<file path="config.mk">
export PLATFORM = sky130hd
export DESIGN_NAME = rotary_dial_quadrature_decoder_flat
export DESIGN_NICKNAME = d
export VERILOG_FILES = /design/src/rtl/rdqd_pkg.sv /design/src/rtl/rdqd_if.sv /design/src/rtl/rdqd_cfg.sv /design/src/rtl/rdqd_core.sv /design/src/rtl/rotary_dial_quadrature_decoder.sv /design/src/flat_wrapper.sv
export SDC_FILE = /design/constraint.sdc
export NUM_CORES = 1
export LEC_CHECK = 0
export ABC_CLOCK_PERIOD_IN_PS = 8900
export BUFFER_PORTS_ARGS = -buffer_cell sky130_fd_sc_hd__buf_2
export CAP_MARGIN = 30
export CORE_MARGIN = 2
export CORE_UTILIZATION = 45
export CTS_BUF_LIST = sky130_fd_sc_hd__clkbuf_4
export DETAILED_ROUTE_END_ITERATION = 6
export HOLD_SLACK_MARGIN = 0.15
export PLACE_DENSITY = 0.64
export SYNTH_ARGS = -nofsm -noshare
export SYNTH_HDL_FRONTEND = slang
export SYNTH_HIERARCHICAL = 1
export SYNTH_SLANG_ARGS = --single-unit
</file>
<file path="constraint.sdc">
create_clock -name clk -period 8.9 [get_ports clk]
set_input_delay 1.78 -clock clk [delete_from_list [all_inputs] [get_ports clk]]
set_output_delay 1.78 -clock clk [all_outputs]
set_load 0.01 [all_outputs]
</file>
<file path="src/rtl/rdqd_pkg.sv">
// Shared types, constants and lookup table for the rotary dial decoder.
package rdqd_pkg;

  localparam int COUNT_WIDTH = 32;
  localparam logic [COUNT_WIDTH-1:0] CNT_ONE = COUNT_WIDTH'(1);

  localparam int REG_ADDR_W = 3;

  // register index, taken from paddr[2]
  localparam logic REG_DEBOUNCE = 1'b0;
  localparam logic REG_STEPS    = 1'b1;

  localparam logic [7:0] DEBOUNCE_RESET = 8'd20;
  localparam logic [3:0] STEPS_RESET    = 4'd4;

  typedef enum logic [1:0] {
    DIR_NONE = 2'd0,
    DIR_CW   = 2'd1,
    DIR_CCW  = 2'd2
  } dir_t;

  typedef struct packed {
    logic [7:0] debounce_ms;
    logic [3:0] steps_per_detent;
  } cfg_t;

  // indexed by {prior_phase, phase}
  localparam logic signed [1:0] STEP_TABLE [0:15] = '{
     2'sd0,  2'sd1, -2'sd1,  2'sd0,
    -2'sd1,  2'sd0,  2'sd0,  2'sd1,
     2'sd1,  2'sd0,  2'sd0, -2'sd1,
     2'sd0, -2'sd1,  2'sd1,  2'sd0
  };

endpackage

</file>
<file path="src/rtl/rdqd_if.sv">
// Valid/ready channel interfaces for pin samples and decoder results.
interface rdqd_sample_if;
  logic        valid;
  logic        ready;
  logic        dial_ccw_level;
  logic        dial_cw_level;
  logic        button_level;
  logic [31:0] now_ms;

  modport source (output valid, dial_ccw_level, dial_cw_level, button_level, now_ms,
                  input ready);
  modport sink   (input valid, dial_ccw_level, dial_cw_level, button_level, now_ms,
                  output ready);
endinterface

interface rdqd_result_if;
  logic               valid;
  logic               ready;
  logic signed [31:0] position;
  logic [31:0]        cw_detents;
  logic [31:0]        ccw_detents;
  logic [31:0]        presses;
  logic [1:0]         last_direction;
  logic [1:0]         phase_now;
  logic               cw_pin_active;
  logic               ccw_pin_active;
  logic               button_held;

  modport source (output valid, position, cw_detents, ccw_detents, presses,
                  last_direction, phase_now, cw_pin_active, ccw_pin_active,
                  button_held,
                  input ready);
  modport sink   (input valid, position, cw_detents, ccw_detents, presses,
                  last_direction, phase_now, cw_pin_active, ccw_pin_active,
                  button_held,
                  output ready);
endinterface

</file>
<file path="src/rtl/rdqd_cfg.sv">
// APB register file: debounce time and steps per detent.
module rdqd_cfg (
  input  logic                           clk,
  input  logic                           rst,
  input  logic                           psel,
  input  logic                           penable,
  input  logic                           pwrite,
  input  logic [rdqd_pkg::REG_ADDR_W-1:0] paddr,
  input  logic [31:0]                    pwdata,
  output logic [31:0]                    prdata,
  output logic                           pready,
  output rdqd_pkg::cfg_t                 cfg
);

  logic reg_sel;
  logic wr_en;

  assign pready  = 1'b1;
  assign reg_sel = paddr[2];
  assign wr_en   = psel && penable && pwrite && pready;

  always_ff @(posedge clk) begin
    if (rst) begin
      cfg.debounce_ms      <= rdqd_pkg::DEBOUNCE_RESET;
      cfg.steps_per_detent <= rdqd_pkg::STEPS_RESET;
    end else if (wr_en) begin
      case (reg_sel)
        rdqd_pkg::REG_DEBOUNCE: cfg.debounce_ms      <= pwdata[7:0];
        rdqd_pkg::REG_STEPS:    cfg.steps_per_detent <= pwdata[3:0];
        default: ;
      endcase
    end
  end

  always_comb begin
    case (reg_sel)
      rdqd_pkg::REG_DEBOUNCE: prdata = {24'd0, cfg.debounce_ms};
      rdqd_pkg::REG_STEPS:    prdata = {28'd0, cfg.steps_per_detent};
      default:                prdata = 32'd0;
    endcase
  end

endmodule

</file>
<file path="src/rtl/rdqd_core.sv">
// Sample register, quadrature/debounce update and result register.
module rdqd_core (
  input  logic                  clk,
  input  logic                  rst,
  input  rdqd_pkg::cfg_t        cfg,
  rdqd_sample_if.sink           sample,
  rdqd_result_if.source         result
);

  localparam int CW = rdqd_pkg::COUNT_WIDTH;

  // sample register
  logic        s1_valid;
  logic        s1_ccw;
  logic        s1_cw;
  logic        s1_btn;
  logic [31:0] s1_now;

  // decoder state
  logic                 primed, primed_next;
  logic [1:0]           prior_phase, prior_phase_next;
  logic signed [4:0]    step_accum, step_accum_next;
  logic [CW-1:0]        net_position, net_position_next;
  logic [CW-1:0]        cw_total, cw_total_next;
  logic [CW-1:0]        ccw_total, ccw_total_next;
  logic [CW-1:0]        press_total, press_total_next;
  rdqd_pkg::dir_t       dir_last, dir_last_next;
  logic                 button_stable, button_stable_next;
  logic [31:0]          edge_time, edge_time_next;

  logic                 adv;
  logic [1:0]           phase;
  logic                 pressed;
  logic signed [1:0]    delta;
  logic signed [5:0]    accum_sum;
  logic signed [5:0]    limit;
  logic signed [5:0]    neg_limit;
  logic                 cw_hit;
  logic                 ccw_hit;
  logic [31:0]          elapsed;
  logic                 btn_take;
  logic                 press_inc;

  assign adv          = s1_valid && (!result.valid || result.ready);
  assign sample.ready = !s1_valid || adv;

  always_ff @(posedge clk) begin
    if (rst) begin
      s1_valid <= 1'b0;
    end else if (sample.ready) begin
      s1_valid <= sample.valid;
    end
  end

  always_ff @(posedge clk) begin
    if (sample.valid && sample.ready) begin
      s1_ccw <= sample.dial_ccw_level;
      s1_cw  <= sample.dial_cw_level;
      s1_btn <= sample.button_level;
      s1_now <= sample.now_ms;
    end
  end

  assign phase     = {~s1_ccw, ~s1_cw};
  assign pressed   = ~s1_btn;
  assign delta     = (phase != prior_phase) ? rdqd_pkg::STEP_TABLE[{prior_phase, phase}]
                                            : 2'sd0;
  assign accum_sum = {step_accum[4], step_accum} + {{4{delta[1]}}, delta};
  assign limit     = (cfg.steps_per_detent == 4'd0) ? 6'sd1
                                                    : $signed({2'b00, cfg.steps_per_detent});
  assign neg_limit = -limit;
  assign cw_hit    = accum_sum >= limit;
  assign ccw_hit   = accum_sum <= neg_limit;
  assign elapsed   = s1_now - edge_time;
  assign btn_take  = (pressed != button_stable) && (elapsed >= {24'd0, cfg.debounce_ms});
  assign press_inc = primed && btn_take && pressed;

  always_comb begin
    primed_next        = primed;
    prior_phase_next   = prior_phase;
    step_accum_next    = step_accum;
    net_position_next  = net_position;
    cw_total_next      = cw_total;
    ccw_total_next     = ccw_total;
    press_total_next   = press_total;
    dir_last_next      = dir_last;
    button_stable_next = button_stable;
    edge_time_next     = edge_time;
    if (!primed) begin
      // first sample only seeds phase, contact level and time
      primed_next        = 1'b1;
      prior_phase_next   = phase;
      button_stable_next = pressed;
      edge_time_next     = s1_now;
    end else begin
      prior_phase_next = phase;
      if (cw_hit) begin
        step_accum_next   = 5'sd0;
        net_position_next = net_position + rdqd_pkg::CNT_ONE;
        cw_total_next     = cw_total + rdqd_pkg::CNT_ONE;
        dir_last_next     = rdqd_pkg::DIR_CW;
      end else if (ccw_hit) begin
        step_accum_next   = 5'sd0;
        net_position_next = net_position - rdqd_pkg::CNT_ONE;
        ccw_total_next    = ccw_total + rdqd_pkg::CNT_ONE;
        dir_last_next     = rdqd_pkg::DIR_CCW;
      end else begin
        step_accum_next   = accum_sum[4:0];
      end
      if (btn_take) begin
        button_stable_next = pressed;
        edge_time_next     = s1_now;
      end
      if (press_inc) begin
        press_total_next = press_total + rdqd_pkg::CNT_ONE;
      end
    end
  end

  always_ff @(posedge clk) begin
    if (rst) begin
      primed        <= 1'b0;
      prior_phase   <= 2'd0;
      step_accum    <= 5'sd0;
      net_position  <= '0;
      cw_total      <= '0;
      ccw_total     <= '0;
      press_total   <= '0;
      dir_last      <= rdqd_pkg::DIR_NONE;
      button_stable <= 1'b0;
      edge_time     <= 32'd0;
    end else if (adv) begin
      primed        <= primed_next;
      prior_phase   <= prior_phase_next;
      step_accum    <= step_accum_next;
      net_position  <= net_position_next;
      cw_total      <= cw_total_next;
      ccw_total     <= ccw_total_next;
      press_total   <= press_total_next;
      dir_last      <= dir_last_next;
      button_stable <= button_stable_next;
      edge_time     <= edge_time_next;
    end
  end

  // result register
  always_ff @(posedge clk) begin
    if (rst) begin
      result.valid <= 1'b0;
    end else if (adv) begin
      result.valid <= 1'b1;
    end else if (result.ready) begin
      result.valid <= 1'b0;
    end
  end

  always_ff @(posedge clk) begin
    if (adv) begin
      result.position       <= $signed(32'(net_position_next));
      result.cw_detents     <= 32'(cw_total_next);
      result.ccw_detents    <= 32'(ccw_total_next);
      result.presses        <= 32'(press_total_next);
      result.last_direction <= dir_last_next;
      result.phase_now      <= phase;
      result.cw_pin_active  <= phase[0];
      result.ccw_pin_active <= phase[1];
      result.button_held    <= button_stable_next;
    end
  end

`ifndef SYNTHESIS
  a_accum_clears_on_detent: assert property (@(posedge clk) disable iff (rst)
    (adv && primed && (cw_hit || ccw_hit)) |=> (step_accum == 5'sd0))
    else $error("step accumulator not cleared after detent");

  a_state_holds_when_idle: assert property (@(posedge clk) disable iff (rst)
    !adv |=> ($stable(cw_total) && $stable(ccw_total) && $stable(press_total)))
    else $error("decoder state changed without a beat");

  a_press_sets_held: assert property (@(posedge clk) disable iff (rst)
    (adv && press_inc) |=> button_stable)
    else $error("press counted without pressed level");

  a_accum_in_range: assert property (@(posedge clk) disable iff (rst)
    primed |-> (step_accum != -5'sd16))
    else $error("step accumulator out of range");
`endif

endmodule

</file>
<file path="src/rtl/rotary_dial_quadrature_decoder.sv">
// Top level of the rotary dial quadrature decoder with push contact debounce.
//
// Usage:
//   sample  - valid/ready sink, one beat per pin sample: active-low ccw and cw
//             dial pins, active-low push contact, millisecond timestamp.
//   result  - valid/ready source, exactly one beat per sample: position,
//             detent and press counts, last direction, current phase/pins
//             and the debounced contact level.
//   APB     - debounce_ms at 0x0, steps_per_detent at 0x4; write only while
//             the block is idle. pready is tied high.
// Pipeline: a sample goes into the sample register, its result into the
//   result register. Throughput: one beat per cycle while result.ready is
//   high; all state updates (table decode, accumulate, detent compare,
//   debounce compare) finish in the single stage between the two registers.
// Reset (rst, synchronous): counters, accumulator and direction clear, the
//   registers return to 20 ms and 4 steps; the first sample after reset only
//   seeds phase, contact level and time.
// Stall: while result.ready is low a result beat is held; one more sample
//   can be taken into the sample register, then sample.ready drops.
module rotary_dial_quadrature_decoder (
  input  logic                            clk,
  input  logic                            rst,
  input  logic                            psel,
  input  logic                            penable,
  input  logic                            pwrite,
  input  logic [rdqd_pkg::REG_ADDR_W-1:0] paddr,
  input  logic [31:0]                     pwdata,
  output logic [31:0]                     prdata,
  output logic                            pready,
  rdqd_sample_if.sink                     sample,
  rdqd_result_if.source                   result
);

  rdqd_pkg::cfg_t cfg;

  rdqd_cfg u_cfg (
    .clk     (clk),
    .rst     (rst),
    .psel    (psel),
    .penable (penable),
    .pwrite  (pwrite),
    .paddr   (paddr),
    .pwdata  (pwdata),
    .prdata  (prdata),
    .pready  (pready),
    .cfg     (cfg)
  );

  rdqd_core u_core (
    .clk    (clk),
    .rst    (rst),
    .cfg    (cfg),
    .sample (sample),
    .result (result)
  );

endmodule

</file>
<file path="src/flat_wrapper.sv">
// flat-port wrapper written by rule: the top's interface ports become plain ports
module rotary_dial_quadrature_decoder_flat 
  (clk, rst, psel, penable, pwrite, paddr, pwdata, prdata, pready, sample_valid, sample_dial_ccw_level, sample_dial_cw_level, sample_button_level, sample_now_ms, sample_ready, result_valid, result_position, result_cw_detents, result_ccw_detents, result_presses, result_last_direction, result_phase_now, result_cw_pin_active, result_ccw_pin_active, result_button_held, result_ready);
  rdqd_sample_if sample_i ();
  rdqd_result_if result_i ();
  input  logic clk;
  input  logic rst;
  input  logic psel;
  input  logic penable;
  input  logic pwrite;
  input  logic [rdqd_pkg::REG_ADDR_W-1:0] paddr;
  input  logic [31:0] pwdata;
  output logic [31:0] prdata;
  output logic pready;
  input wire logic [$bits(sample_i.valid)-1:0] sample_valid;
  input wire logic [$bits(sample_i.dial_ccw_level)-1:0] sample_dial_ccw_level;
  input wire logic [$bits(sample_i.dial_cw_level)-1:0] sample_dial_cw_level;
  input wire logic [$bits(sample_i.button_level)-1:0] sample_button_level;
  input wire logic [$bits(sample_i.now_ms)-1:0] sample_now_ms;
  output wire logic [$bits(sample_i.ready)-1:0] sample_ready;
  output wire logic [$bits(result_i.valid)-1:0] result_valid;
  output wire logic [$bits(result_i.position)-1:0] result_position;
  output wire logic [$bits(result_i.cw_detents)-1:0] result_cw_detents;
  output wire logic [$bits(result_i.ccw_detents)-1:0] result_ccw_detents;
  output wire logic [$bits(result_i.presses)-1:0] result_presses;
  output wire logic [$bits(result_i.last_direction)-1:0] result_last_direction;
  output wire logic [$bits(result_i.phase_now)-1:0] result_phase_now;
  output wire logic [$bits(result_i.cw_pin_active)-1:0] result_cw_pin_active;
  output wire logic [$bits(result_i.ccw_pin_active)-1:0] result_ccw_pin_active;
  output wire logic [$bits(result_i.button_held)-1:0] result_button_held;
  input wire logic [$bits(result_i.ready)-1:0] result_ready;
  assign sample_i.valid = sample_valid;
  assign sample_i.dial_ccw_level = sample_dial_ccw_level;
  assign sample_i.dial_cw_level = sample_dial_cw_level;
  assign sample_i.button_level = sample_button_level;
  assign sample_i.now_ms = sample_now_ms;
  assign sample_ready = sample_i.ready;
  assign result_valid = result_i.valid;
  assign result_position = result_i.position;
  assign result_cw_detents = result_i.cw_detents;
  assign result_ccw_detents = result_i.ccw_detents;
  assign result_presses = result_i.presses;
  assign result_last_direction = result_i.last_direction;
  assign result_phase_now = result_i.phase_now;
  assign result_cw_pin_active = result_i.cw_pin_active;
  assign result_ccw_pin_active = result_i.ccw_pin_active;
  assign result_button_held = result_i.button_held;
  assign result_i.ready = result_ready;
  rotary_dial_quadrature_decoder u_core (.clk(clk), .rst(rst), .psel(psel), .penable(penable), .pwrite(pwrite), .paddr(paddr), .pwdata(pwdata), .prdata(prdata), .pready(pready), .sample(sample_i), .result(result_i));
endmodule
</file>
# ---- After elaboration in Yosys (flattened, before gate mapping)
# Memories as Yosys holds them, arrays and structs flattened.
# Index checks and enable logic that the tools add are counted.
dict set report op_classes {
  addsub 8
  order_cmp 4
  n_eq_ne 3
  n_mux 26
  bitwise_logic 5
  n_reduce_logical 17
}
# op n
set op_table {}
lappend op_table {{$mux 32} 12}
lappend op_table {{$add 32x1->32 const B} 4}
lappend op_table {{$pmux 32 s2} 1}
lappend op_table {{$ge 32x8->1} 1}
lappend op_table {{$sub 32x1->32 const B} 1}
lappend op_table {{$sub 32x32->32} 1}
lappend op_table {{$mux 2} 6}
lappend op_table {{$mux 5} 2}
lappend op_table {{$reduce_and 2->1} 4}
lappend op_table {{$logic_and 1x1->1} 7}
lappend op_table {{$add 5x2->6} 1}
lappend op_table {{$ge 6x5->1} 1}
lappend op_table {{$le 6x6->1} 1}
lappend op_table {{$neg 4->6} 1}
lappend op_table {{$ge 5x5->1 const B} 1}
lappend op_table {{$not 4->5} 1}
lappend op_table {{$logic_not 4->1} 1}
lappend op_table {{$mux 1} 4}
lappend op_table {{$mux 4} 1}
lappend op_table {{$not 1->1} 4}
lappend op_table {{$logic_not 1->1} 2}
lappend op_table {{$logic_or 1x1->1} 2}
lappend op_table {{$ne 2x1->1 const B} 1}
lappend op_table {{$ne 2x2->1} 1}
lappend op_table {{2 further kinds} 2}
dict set report totals {
  ff_bits 355
  romBits 32
  output_inout_bits 170
  word_cells 91
  n_memories 1
}
# name depth width read_ports rd_clocked_by_memory_dff write_ports line_no
set memory_table {}
lappend memory_table {{(no name shown)} 16 2 1 0 0 rdqd_core.sv:66} ;# assign delta = (phase != prior_phase) ? rdqd_pkg::STEP_TABLE[{prior_phase, phase}]

# ---- Depth between registers and ports, before layout
dict set report logic_depth {
  depth_word 11
  ltp_mapped 20
}

# ---- Cells and area by module
# The synthesis kept the hierarchy.
# mod instances cells_each area_each_um2 seq_area_each_um2
set modules_own_cells {}
lappend modules_own_cells {rdqd_core 1 1956 18561.6 8508.2}
lappend modules_own_cells {rdqd_cfg 1 87 812.0 240.2}

# ---- Worst setup path before layout
# Ideal clock, no wire load.
dict set report synth_timing {
  kind {input -> register}
  start {input result_ready}
  end {register u_core.u_core.button_stable}
  t_arrival_ns 6.510
  t_required_ns 8.556
  slack_ns 2.047
  cell_stages 6
  path_cell_list {nor2b_1 nand2b_1 inv_1 clkbuf_1 buf_1 a311oi_1}
}
dict set report synth_via {
  elab_chain_cells 2
}
# element line_no
set synth_rtl {}
lappend synth_rtl {{start, declared} flat_wrapper.sv:31} ;# input wire logic [$bits(result_i.ready)-1:0] result_ready;
lappend synth_rtl {{$logic_or 1x1->1} rdqd_core.sv:44} ;# assign adv = s1_valid && (!result.valid || result.ready);
lappend synth_rtl {{$logic_and 1x1->1} rdqd_core.sv:44}
lappend synth_rtl {{via u_core.u_core.adv} rdqd_core.sv:31} ;# logic adv;
lappend synth_rtl {{end signal, assigned} rdqd_core.sv:141} ;# button_stable <= button_stable_next;
lappend synth_rtl {{end, declared} rdqd_core.sv:28} ;# logic button_stable, button_stable_next;
# The timed path passes the listed nets, and every way through them passes these cells.
# A chain may end at the register's enable or synchronous reset.

# ---- Worst setup path after layout
dict set report layout_timing {
  start {register u_core.u_core.s1_now[0]}
  end {register u_core.u_core.result.presses[1], data pin}
}
dict set report layout_via {
  elab_chain_cells 7
}
# element line_no
set layout_rtl {}
lappend layout_rtl {{start, declared} rdqd_core.sv:17} ;# logic [31:0] s1_now;
lappend layout_rtl {{start signal, assigned} rdqd_core.sv:60} ;# s1_now <= sample.now_ms;
lappend layout_rtl {{$sub 32x32->32} rdqd_core.sv:74} ;# assign elapsed = s1_now - edge_time;
lappend layout_rtl {{$ge 32x8->1} rdqd_core.sv:75} ;# assign btn_take = (pressed != button_stable) && (elapsed >= {24'd0, cfg.debounce_ms});
lappend layout_rtl {{$logic_and 1x1->1} rdqd_core.sv:75}
lappend layout_rtl {{$logic_and 1x1->1 (2 in series)} rdqd_core.sv:76} ;# assign press_inc = primed && btn_take && pressed;
lappend layout_rtl {{$mux 32} rdqd_core.sv:114} ;# if (press_inc) begin
lappend layout_rtl {{$mux 32} rdqd_core.sv:89} ;# if (!primed) begin
lappend layout_rtl {{via u_core.u_core.press_total_next[1]} rdqd_core.sv:26} ;# logic [CW-1:0] press_total, press_total_next;
lappend layout_rtl {{end signal, assigned} rdqd_core.sv:162} ;# result.presses <= 32'(press_total_next);
lappend layout_rtl {{end, declared} rdqd_if.sv:29} ;# modport source (output valid, position, cw_detents, ccw_detents, presses,
# The timed path passes the listed nets, and every way through them passes these cells.

==> flow_summary.json <==
{
  "outcome": "finished clean",
  "drt-initial-drc-count": 797,
  "cts_tree": "built",
  "first_pass_iters": 5,
  "layout-drive-gt1-share_pct": 18.6,
  "cp.arrival_ns": 5.94,
  "fmax_mhz": 185,
  "cts_root_buf": "clkbuf_4",
  "ys.flop_type": "dfxtp_1",
  "synthToLayoutAreaGrowth_pct": 13.1,
  "wire_per_inst_um": 16.0,
  "gp_congestion": 0.878,
  "min_path_type": "reg -> reg",
  "path_cells": "inv_1 -> ha_1 -> fa_1 -> nor2b_1 -> o2111ai_1 -> nand2_1 -> xor2_1 -> ha_1 -> a21oi_1 -> nand2_1 -> a211oi_1 -> o311ai_0 -> nor4_1 -> nand4_1 -> a2111oi_4 -> nand4_1 -> buf_4 -> nand2_1 -> mux2_2",
  "dp_slack_ns": 3.61,
  "cts_max_level": 3,
  "worstPathRequired_ns": 9.44,
  "die_w_um": 211,
  "layout_commonest_cell": "buf_2",
  "num-nets-final": 2379,
  "dp_hpwl_mm": 31.9,
  "grt_pass1_vias": 14800,
  "ant_nets": 0,
  "ys_seq_area_share_pct": 45.2,
  "drc_errors": 0,
  "grt_pass1_wl_mm": 73.7,
  "crit_fanout": 87,
  "setup_viol": 0,
  "rows": 76,
  "wirelength_mm": 45.7,
  "hold_viol": 0,
  "grt_max_degree": 134,
  "initial_core_util_pct": 45.3,
  "maxCapViolations": 0,
  "drv_slew": 0,
  "vias": 15400,
  "grt_usage_pct": 20.4,
  "clockBufferDepth": 3,
  "synth.distinct_cells": 82,
  "cts_hold_buf": 0,
  "syn_area_um2": 19400,
  "fin_skew_ns": 0.0500,
  "crit_slowest_cell": "fa_1",
  "synthArstFlopShare_pct": 0,
  "grt-ovfl-total": 0,
  "maxSlewHeadroom_pct": 35.8,
  "die_area_um2": 44700,
  "synth-edff-count": 168,
  "fin_crit_ns": 5.39,
  "portBuffers": 195,
  "cp-start-kind": "flop",
  "yosysWarningCount": 6,
  "cp_top_family": "compound AO/OA/AOI/OAI gates",
  "crit_buf_inv": 2,
  "tightest_slew_ns": 0.955,
  "io-pin-count": 247,
  "syn_avg_cell_area_um2": 9.48,
  "critPathLaunch": "u_core/u_core/s1_now[0]$_DFFE_PP_",
  "setup_tns_ns": 0,
  "cts_setup_buffers": 0,
  "setup_slack_ns": 3.51,
  "grt_setup_unrepaired": "false",
  "worstSetupPathType": "reg -> reg",
  "clk_latency_ns": 0.81,
  "clk_pin_slew_worst_paths_ns": 0.07,
  "min_from": "u_core/u_core/dir_last[1]$_SDFFE_PP0P_",
  "power.density_nw_per_um2": 175,
  "peakVddDrop_v": 0.0000911,
  "die_y_um": 211,
  "antenna_found_initial": 1,
  "viasPerCell": 5.38,
  "p_leak_uw": 0.00837,
  "cts_resized": 0,
  "final_cell_mix": "194 x buf_2, 193 x nor2_1, 185 x dfxtp_1",
  "core_um2": 42800,
  "r2r-start": "u_core/u_core/s1_now[0]$_DFFE_PP_",
  "ys_ff_latch": 353,
  "netlist_instances": 2043,
  "cp_slowest_stage_delay_ns": 0.42,
  "cpMostUsedCell": "nand2_1",
  "fin_crit_sh_pct": 60.6,
  "cts_made_buffers": 92,
  "worst_setup_path_end_kind": "flop",
  "clock-sinks": 353
}
cell families (layout without fill, tap and decap cells):
group,Yosys count,count (layout),synth area share (%)
mux,63,63,3.47
flops,353,353,45.2
buf+inv,226,476,5.19
compound gates,289,289,10.1
other cells,3,27,0.0581
xor+xnor,222,222,10.0
simple gates,822,822,21.8
fa+ha+maj,65,65,4.28
state kept, by name (all words and copies together), names as in the netlist, 2 cells and up:
| signal | flops |
|---|---|
| u_core/u_cfg/cfg | 12 |
| u_core/u_core/edge_time | 32 |
| u_core/u_core/press_total | 32 |
| u_core/u_core/s1_now | 32 |
| u_core/u_core/prior_phase | 2 |
| u_core/u_core/result.cw_detents | 32 |
| u_core/u_core/ccw_total | 32 |
| u_core/u_core/result.position | 32 |
| u_core/u_core/result.phase_now | 2 |
| u_core/u_core/result.ccw_detents | 32 |
| u_core/u_core/result.presses | 32 |
| u_core/u_core/dir_last | 2 |
| u_core/u_core/step_accum | 5 |
| u_core/u_core/net_position | 32 |
| u_core/u_core/result.last_direction | 2 |
| u_core/u_core/cw_total | 32 |
path summary, 6_finish.rpt:
kind	end	slack (ns)	cells after the start
hold reg to reg	u_core/u_core/dir_last[1]$_SDFFE_PP0P_	0.46	2
hold / removal	u_core/u_core/dir_last[1]$_SDFFE_PP0P_	0.46	2
setup reg to reg	u_core/u_core/result.presses[1]$_DFFE_PP_	3.51	19
setup / recovery	u_core/u_core/result.presses[1]$_DFFE_PP_	3.51	19
routing by layer:
metal / GRT usage, % / part of all wire, % / up-vias
met5: 0 / 0 / -
met4: 8.81 / 2.8 / 0
met3: 3.92 / 5.2 / 93
met2: 34.1 / 48 / 408
met1: 25.7 / 44 / 7287
li1: - / - / 7625
cell type report:
type	instances	area, µm²
Clock inverter	32	211
Sequential cell	353	8750
Fill cell	3958	20900
Clock buffer	141	1060
Inverter	93	354
Timing Repair Buffer	210	1140
Tap cell	546	683
Multi-Input combinational cell	1487	9720
Antenna cell	1	2.50
where the power goes:
group / internal [µW] / switching (µW)
Combinational: 200 / 340
Sequential: 1760 / 32.3
Clock: 812 / 681
through the flow:
step           utilization, %  hold slack, ns  instance area, µm²  total power [µW]  cells
5_1_grt                  51.2           0.497               21900              4040   2863
3_3_place_gp             48.1           0.443               20600              2350   2685
6_report                 51.2           0.460               21900              3830   2863
2_1_floorplan               -           0.436               19500              2210   2066
4_1_cts                  51.1           0.459               21900              3890   2860
3_5_place_dp             48.2           0.450               20600              2370   2687
cell usage after synthesis (11+ instances only):
| master | instances | area share (%) |
|---|---|---|
| or3_1 | 23 | 0.74 |
| or2_2 | 11 | 0.36 |
| and3_1 | 43 | 1.4 |
| a31o_2 | 22 | 0.99 |
| a21o_1 | 20 | 0.77 |
| and4_1 | 12 | 0.54 |
| and2_1 | 16 | 0.52 |
| nand4_1 | 70 | 2.3 |
| edfxtp_1 | 168 | 26 |
| a21oi_1 | 95 | 2.5 |
| ha_1 | 63 | 4.1 |
| nor2_1 | 194 | 3.8 |
| nor2b_1 | 17 | 0.55 |
| nor3_1 | 55 | 1.4 |
| nand2_1 | 148 | 2.9 |
| xnor2_1 | 135 | 6.1 |
| o21ai_0 | 44 | 1.1 |
| nor4_1 | 20 | 0.65 |
| xor2_1 | 87 | 3.9 |
| clkbuf_1 | 88 | 1.7 |
| mux2i_1 | 47 | 2.4 |
| dfxtp_1 | 185 | 19 |
| buf_4 | 27 | 1.0 |
| nand2b_1 | 92 | 3.0 |
| nand3_1 | 87 | 2.2 |
| inv_1 | 93 | 1.8 |
| mux2_2 | 14 | 0.81 |
worst min-delay path, delay by kind of cell (launching register included):
family,cells,cell delay [ns]
flip-flops,1,0.31
AND/OR/NAND/NOR,1,0.05
AO/OA/AOI/OAI,1,0.05
No activity file was read; power rests on OpenSTA's default activity.
